--- src/hw/rtl/edge_adaptive_symmetric_fir_line_defines.svh ---
// Assertion macros for the edge-adaptive FIR line filter.
// Clocked on clk, disabled while rst is high; no other dependencies.
`ifndef EDGE_ADAPTIVE_SYMMETRIC_FIR_LINE_DEFINES_SVH
`define EDGE_ADAPTIVE_SYMMETRIC_FIR_LINE_DEFINES_SVH

// Immediate implication: cons holds in the cycle ante holds.
`define EAFL_ASSERT_IMP(lbl, ante, cons, msg) \
  lbl: assert property (@(posedge clk) disable iff (rst) (ante) |-> (cons)) else $error(msg);

// Next-cycle implication: cons holds in the cycle after ante.
`define EAFL_ASSERT_NXT(lbl, ante, cons, msg) \
  lbl: assert property (@(posedge clk) disable iff (rst) (ante) |=> (cons)) else $error(msg);

`endif

--- src/hw/rtl/eafl_pkg.sv ---
// Package for the edge-adaptive FIR line filter: sizes, fixed-point
// constants and configuration register codes. No dependencies.
package eafl_pkg;

  localparam int MAX_HALF_TAPS = 4;
  localparam int MAX_LINE      = 4096;

  localparam int PIX_W     = 8;
  localparam int POS_W     = $clog2(MAX_LINE);
  localparam int WIN_DEPTH = 2 * MAX_HALF_TAPS + 1;
  localparam int WIN_IDX_W = $clog2(WIN_DEPTH);
  localparam int TAP_IDX_W = $clog2(2 * WIN_DEPTH);
  localparam int K_W       = $clog2(MAX_HALF_TAPS + 1);

  localparam int HT_W      = 3;
  localparam int N_SETS    = 5;
  localparam int N_COEF    = 5;
  localparam int COEF_W    = 12;
  localparam int SET_W     = N_COEF * COEF_W;
  localparam int CFG_IDX_W = 3;

  localparam int PSUM_W    = PIX_W + 2;
  localparam int PROD_W    = COEF_W + PSUM_W;
  localparam int ACC_W     = PROD_W + 3;

  localparam int FRAC_BITS  = 10;
  localparam int ROUND_HALF = 1 << (FRAC_BITS - 1);
  localparam int PIX_MAX    = (1 << PIX_W) - 1;

  localparam logic [SET_W-1:0] COEF_RESET = SET_W'(1024);

  typedef enum logic [CFG_IDX_W-1:0] {
    CFG_HALF_TAPS = 3'd0,
    CFG_COEF_0    = 3'd1,
    CFG_COEF_1    = 3'd2,
    CFG_COEF_2    = 3'd3,
    CFG_COEF_3    = 3'd4,
    CFG_COEF_4    = 3'd5
  } cfg_reg_t;

  typedef logic signed [PROD_W-1:0] prod_t;

endpackage

--- src/hw/rtl/edge_adaptive_symmetric_fir_line.sv ---
// Edge-adaptive symmetric FIR over one line of pixels (top level).
// Depends on eafl_pkg and edge_adaptive_symmetric_fir_line_defines.svh.
//
// In steady state, while out_stall is low, one pixel is taken and one
// filtered pixel leaves per clock; the result of a pixel comes half_taps
// pixels later (capped at 4), through the window, product and output
// registers. The pixel that ends a line (line_end, or the pixel at index
// MAX_LINE-1) releases up to half_taps+1 results; the input stalls
// while they drain, as the single tap-product stage makes one result per
// cycle if out_stall is low. Filter half-length shrinks to the distance
// from either line edge, so short lines are handled. Coefficients are
// signed 12-bit, 10 fraction bits; results are rounded half up and
// clipped to 0..255. Configuration is to be written only while the block
// is idle (the user's duty; not enforced); cfg_ready is always high.

`include "edge_adaptive_symmetric_fir_line_defines.svh"

module edge_adaptive_symmetric_fir_line
  import eafl_pkg::*;
(
  input  logic                 clk,
  input  logic                 rst,

  input  logic                 in_valid,
  output logic                 in_stall,
  input  logic [PIX_W-1:0]     pixel,
  input  logic                 line_end,

  output logic                 out_valid,
  input  logic                 out_stall,
  output logic [PIX_W-1:0]     filtered,
  output logic                 line_done,

  input  logic                 cfg_valid,
  output logic                 cfg_ready,
  input  logic [CFG_IDX_W-1:0] cfg_index,
  input  logic [SET_W-1:0]     cfg_data
);

  // configuration
  logic [HT_W-1:0]  half_taps;
  logic [SET_W-1:0] coef_set [N_SETS];

  assign cfg_ready = 1'b1;

  always_ff @(posedge clk) begin
    if (rst) begin
      half_taps <= '0;
      for (int s = 0; s < N_SETS; s++) begin
        coef_set[s] <= COEF_RESET;
      end
    end else if (cfg_valid && cfg_ready) begin
      case (cfg_reg_t'(cfg_index))
        CFG_HALF_TAPS: half_taps   <= cfg_data[HT_W-1:0];
        CFG_COEF_0:    coef_set[0] <= cfg_data;
        CFG_COEF_1:    coef_set[1] <= cfg_data;
        CFG_COEF_2:    coef_set[2] <= cfg_data;
        CFG_COEF_3:    coef_set[3] <= cfg_data;
        CFG_COEF_4:    coef_set[4] <= cfg_data;
        default: ;
      endcase
    end
  end

  // line state and window
  logic [PIX_W-1:0] window [WIN_DEPTH];
  logic [POS_W-1:0] position;
  logic [POS_W-1:0] emitted;
  logic [POS_W-1:0] gp;
  logic             gend;
  logic [K_W-1:0]   gt;
  logic             gvalid;

  logic             in_fire;
  logic             item_end;
  logic [K_W-1:0]   t_cur;

  logic             pending;
  logic             last_emit;
  logic             emit_now;
  logic             s1_ready;

  logic [POS_W:0]   emitted_x;
  logic [POS_W:0]   emitted_inc;
  logic [POS_W:0]   gp_x;

  assign t_cur = (half_taps > HT_W'(MAX_HALF_TAPS)) ? K_W'(MAX_HALF_TAPS)
                                                    : K_W'(half_taps);
  assign item_end = line_end || (position >= POS_W'(MAX_LINE - 1));

  assign emitted_x   = {1'b0, emitted};
  assign emitted_inc = emitted_x + (POS_W + 1)'(1);
  assign gp_x        = {1'b0, gp};

  assign pending = gvalid && (emitted_x <= gp_x) &&
                   (gend || (emitted_x + (POS_W + 1)'(gt) <= gp_x));
  assign last_emit = gend ? (emitted == gp)
                          : (emitted_inc + (POS_W + 1)'(gt) > gp_x);
  assign emit_now = pending && s1_ready;

  assign in_stall = pending && !(s1_ready && last_emit);
  assign in_fire  = in_valid && !in_stall;

  always_ff @(posedge clk) begin
    if (rst) begin
      position <= '0;
      emitted  <= '0;
      gvalid   <= 1'b0;
    end else begin
      if (emit_now) begin
        emitted <= (gend && last_emit) ? '0 : emitted_inc[POS_W-1:0];
      end
      if (in_fire) begin
        gvalid   <= 1'b1;
        position <= item_end ? '0 : position + POS_W'(1);
      end else if (emit_now && gend && last_emit) begin
        gvalid <= 1'b0;
      end
    end
  end

  always_ff @(posedge clk) begin
    if (in_fire) begin
      gp        <= position;
      gend      <= item_end;
      gt        <= t_cur;
      window[0] <= pixel;
      for (int w = 1; w < WIN_DEPTH; w++) begin
        window[w] <= window[w-1];
      end
    end
  end

  // tap selection and products for output emitted
  logic [POS_W-1:0]     dist_full;
  logic [TAP_IDX_W-1:0] tap_back;
  logic [K_W-1:0]       k_sel;
  logic [K_W-1:0]       k_nt;
  prod_t                prod [N_COEF];

  function automatic logic [PIX_W-1:0] win_at(input logic [PIX_W-1:0] win [WIN_DEPTH],
                                               input logic [TAP_IDX_W-1:0] back);
    logic [PIX_W-1:0] v;
    v = '0;
    if (back < TAP_IDX_W'(WIN_DEPTH)) begin
      v = win[back[WIN_IDX_W-1:0]];
    end
    return v;
  endfunction

  assign dist_full = gp - emitted;
  assign tap_back  = dist_full[TAP_IDX_W-1:0];

  always_comb begin
    k_nt  = (emitted < POS_W'(gt)) ? K_W'(emitted) : gt;
    k_sel = (POS_W'(k_nt) < dist_full) ? k_nt : K_W'(dist_full);
  end

  always_comb begin
    logic signed [COEF_W-1:0] c;
    logic        [PSUM_W-1:0] psum;
    for (int i = 0; i < N_COEF; i++) begin
      c = coef_set[k_sel][i*COEF_W +: COEF_W];
      if (i == 0) begin
        psum = PSUM_W'(win_at(window, tap_back));
      end else if (K_W'(i) <= k_sel) begin
        psum = PSUM_W'(win_at(window, tap_back + TAP_IDX_W'(i))) +
               PSUM_W'(win_at(window, tap_back - TAP_IDX_W'(i)));
      end else begin
        psum = '0;
      end
      prod[i] = c * $signed(psum);
    end
  end

  // product register
  logic  s1_valid;
  logic  s1_done;
  prod_t s1_prod [N_COEF];
  logic  out_adv;

  assign out_adv  = !out_valid || !out_stall;
  assign s1_ready = !s1_valid || out_adv;

  always_ff @(posedge clk) begin
    if (rst) begin
      s1_valid <= 1'b0;
    end else if (s1_ready) begin
      s1_valid <= emit_now;
    end
  end

  always_ff @(posedge clk) begin
    if (emit_now) begin
      s1_done <= gend && (emitted == gp);
      for (int i = 0; i < N_COEF; i++) begin
        s1_prod[i] <= prod[i];
      end
    end
  end

  // sum, round, clip
  logic signed [ACC_W-1:0] acc;
  logic        [PIX_W-1:0] y;

  always_comb begin
    acc = ACC_W'(ROUND_HALF);
    for (int i = 0; i < N_COEF; i++) begin
      acc = acc + ACC_W'(s1_prod[i]);
    end
    if (acc[ACC_W-1]) begin
      y = '0;
    end else if (acc[ACC_W-2:FRAC_BITS+PIX_W] != '0) begin
      y = PIX_W'(PIX_MAX);
    end else begin
      y = acc[FRAC_BITS+PIX_W-1:FRAC_BITS];
    end
  end

  always_ff @(posedge clk) begin
    if (rst) begin
      out_valid <= 1'b0;
    end else if (out_adv) begin
      out_valid <= s1_valid;
    end
  end

  always_ff @(posedge clk) begin
    if (out_adv && s1_valid) begin
      filtered  <= y;
      line_done <= s1_done;
    end
  end

  // checks
  `EAFL_ASSERT_IMP(a_emit_bound, gvalid, emitted_x <= gp_x + (POS_W + 1)'(1), "emitted past item")
  `EAFL_ASSERT_IMP(a_backlog, pending, dist_full <= POS_W'(MAX_HALF_TAPS), "backlog beyond window")
  `EAFL_ASSERT_NXT(a_line_reset, emit_now && gend && last_emit, emitted == '0, "line not reset")

endmodule
--- config.mk ---
export PLATFORM = sky130hd
export DESIGN_NAME = edge_adaptive_symmetric_fir_line
export DESIGN_NICKNAME = d
export VERILOG_FILES = /design/src/hw/rtl/eafl_pkg.sv /design/src/hw/rtl/edge_adaptive_symmetric_fir_line.sv
export VERILOG_INCLUDE_DIRS = /design/src /design/src/hw/rtl
export SDC_FILE = /design/constraint.sdc
export NUM_CORES = 2
export LEC_CHECK = 0
export BUFFER_PORTS_ARGS = -buffer_cell sky130_fd_sc_hd__buf_2
export CAP_MARGIN = 20
export CORE_MARGIN = 3
export CORE_UTILIZATION = 40
export DETAILED_ROUTE_END_ITERATION = 7
export GPL_ROUTABILITY_DRIVEN = 1
export PLACE_DENSITY = 0.56
export SYNTH_ARGS = -nofsm -noshare
export SYNTH_HDL_FRONTEND = slang
export SYNTH_SLANG_ARGS = --single-unit
--- constraint.sdc ---
create_clock -name clk -period 15.2 [get_ports clk]
set_input_delay 0.76 -clock clk [delete_from_list [all_inputs] [get_ports clk]]
set_output_delay 0.76 -clock clk [all_outputs]
set_load 0.01 [all_outputs]
==> flow_summary.toml <==
[floorplanning]
die_w_um = 354
start_util_pct = 40.3
die_height_um = 354
io_pins = 89
core_area_mm2 = 0.120
row_count = 127
die_area_mm2 = 0.125

[detailed_routing]
avgViaCountPerCell = 5.29
drtAntennaViolNets = 0
drt-initial-drc-count = 2550
drt_wl_total_mm = 129
drc = 0
firstDrtPassIters = 6
vias = 33443
avgRoutedWirePerCell_um = 20.4

[sta]
period_share_pct = 79.8
maxSlewViolCount = 0
max_slew.worst_pin.slew_ns = 1.12
setup_violations = 0
rsz0062_at_grt = "no"
finalWorstSetupSlack_ns = 3.07
hold_violations = 0
finClkSkew_ns = 0.0491
finalCriticalPeriod_ns = 12.13
hold_slack_ns = 0.265
tns_ns = 0
max-slew-margin-rel_pct = 24.6
fmax_ghz = 0.0825

[logic_synthesis]
ys_ff_latch = 527
synth_edf_count = 497
yosys_warnings = 0
syn_inst = 4637
synth_seq_area_share_pct = 32.0
synthesis.nets = 5610
synth_top_area_share_pct = 30.8
syn-cell-area_mm2 = 0.0485
synth_ff_type = "edfxtp_1"
ys_types = 88
synthTopCellsByArea = "edfxtp_1 (31%), fa_1 (22%), ha_1 (9.5%)"
synth.avg_cell_area_um2 = 10.4
async_flop_share_pct = 0
synth.largest_area_cell = "edfxtp_1"

[placed_design]
dp_slack_ns = 3.09
gp_congestion = 0.943
hpwl_mm = 100
io_buffer_count = 87

[global_route]
grt_overflow = 0
grt_pass1_wl_mm = 200
antenna_found_initial = 10
grt_max_degree = 90
grt_pass1_vias = 33999
gr-usage-all-layers_pct = 20.7

[cts]
cts-resized-gates = 0
clkSinkCount = 527
cts_root_buf = "clkbuf_16"
cts-buffers-inserted = 56
cts.hold.buffers_added = 0
clockBufferDepth = 3
post_cts.repair.setup_buffers = 0
clk_latency_ns = 0.68
clk_pin_slew_ns = 0.06
cts_max_level = 2
cts_tree = "built"

[critical_path]
critPathRequiredTime_ns = 15.60
worstSetupEndpointType = "flop"
critPathTopFamily = "adder cells"
cp_common_cell = "inv_1"
critPathArrivalTime_ns = 12.52
critPathKind = "reg -> reg"
worst-path-buf-inv = 7
cp-start-kind = "flop"
reg2reg_from = "emitted[0]"
crit_start = "emitted[0]"
cpPeakStageDelay_ns = 0.77
cp_slowest_cell = "ha_1"
critPathMaxFanout = 45

[power_and_ir_drop]
vdd_ir_drop_max_mv = 0.119
power_leakage_nw = 23.4
p_per_area_mw_per_mm2 = 134

[layout]
fin_nets = 5639
layout-drive-gt1-share_pct = 7.83
area_growth_pct = 8.44
layout_commonest_cell = "inv_1"
fin_util_pct = 43.7
fillers = 11619
final_cell_mix = "inv_1 (751), fa_1 (526), edfxtp_1 (497)"

[run]
maxCapViolCount = 0

[hold_path]
hold_path_class = "in -> reg"
min-delay-start = "pixel[2]"

[run_status]
outcome = "complete, no violations"
## Yosys cell counts (23+ instances only)
cell,count
inv_1,753
fa_1,527
edfxtp_1,497
nor2_1,474
ha_1,369
nand2_1,330
a21oi_1,225
xnor2_1,145
clkbuf_1,116
o21ai_0,101
and2_1,82
nand3_1,80
nand2b_1,79
o22ai_1,74
mux4_2,64
a21o_1,62
nor2b_1,51
a31oi_1,49
mux2i_1,48
nor3_1,46
xor2_1,40
dfxtp_1,30
o21a_1,27
a211o_1,24
buf_2,23
o21bai_1,23
## stage by stage
step | power, W | instance area [um^2] | cells
floorplan | 0.00464 | 48500 | 4637
global placement | 0.00566 | 50700 | 6217
detailed placement | 0.00569 | 50700 | 6218
CTS | 0.00712 | 52500 | 6321
global route | 0.00765 | 52500 | 6323
finish | 0.00705 | 52500 | 6324
## registers in the layout, indices dropped and copies added (netlist names)
| signal | flops |
|---|---|
| coef_set | 290 |
| emitted | 12 |
| filtered | 8 |
| gend | 1 |
| gp | 12 |
| gt | 3 |
| gvalid | 1 |
| half_taps | 3 |
| line_done | 1 |
| out_valid | 1 |
| position | 12 |
| s1_done | 1 |
| s1_prod | 109 |
| s1_valid | 1 |
| window | 72 |
## layer usage
layer | wire, um | vias up | share of wire, % | global-route usage, %
li1 | - | 15575 | - | -
met3 | 7270 | 160 | 5.6 | 2.47
met4 | 3890 | 0 | 3.0 | 5.98
met5 | 0 | - | 0 | 0
met1 | 58900 | 16810 | 46 | 29.6
met2 | 59200 | 898 | 46 | 33.1
## area by class of cell
class / count / area (um^2) / area share (%)
Multi-Input combinational cell: 3189 / 29500 / 56.2
Sequential cell: 527 / 15500 / 29.5
Inverter: 759 / 2850 / 5.43
Tap cell: 1612 / 2020 / 3.84
Clock buffer: 61 / 1420 / 2.70
Timing Repair Buffer: 133 / 800 / 1.52
Clock inverter: 42 / 395 / 0.753
Antenna cell: 1 / 2.50 / 0.00476
## kinds of logic (layout without fill, tap and decap cells)
logic type / Yosys count / in the layout / share of synthesized area, %
adder cells (fa/ha/maj): 897 / 897 / 31.3
buffers and inverters: 921 / 995 / 7.28
AO/OA/AOI/OAI: 717 / 717 / 9.57
other: 1 / 2 / 0.00774
flip-flops: 527 / 527 / 32.0
AND/OR/NAND/NOR: 1253 / 1253 / 11.8
multiplexers: 131 / 131 / 4.44
XOR/XNOR: 190 / 190 / 3.56
## worst paths after layout
check / endpoint / cells past startpoint / slack [ns]
setup / recovery: s1_prod[0][43] / 41 / 3.07
hold / removal: window[66] / 1 / 0.27
setup reg to reg: s1_prod[0][43] / 41 / 3.07
hold reg to reg: line_done / 0 / 0.43
## worst register-to-register path, delay by kind of cell, from the launching register on
family / cells / cell delay (ns)
simple gates: 8 / 2.31
fa+ha+maj: 11 / 4.51
buf+inv: 7 / 1.11
compound gates: 13 / 2.39
flops: 1 / 0.61
xor+xnor: 2 / 0.91
## report_power, final
part           switching, W  leakage (nW)  internal, W
clock              0.000615         0.896     0.000766
combinational       0.00228          17.5      0.00144
sequential        0.0000936          5.04      0.00185
total               0.00298          23.4      0.00406
No activity file was read; power rests on OpenSTA's default activity.
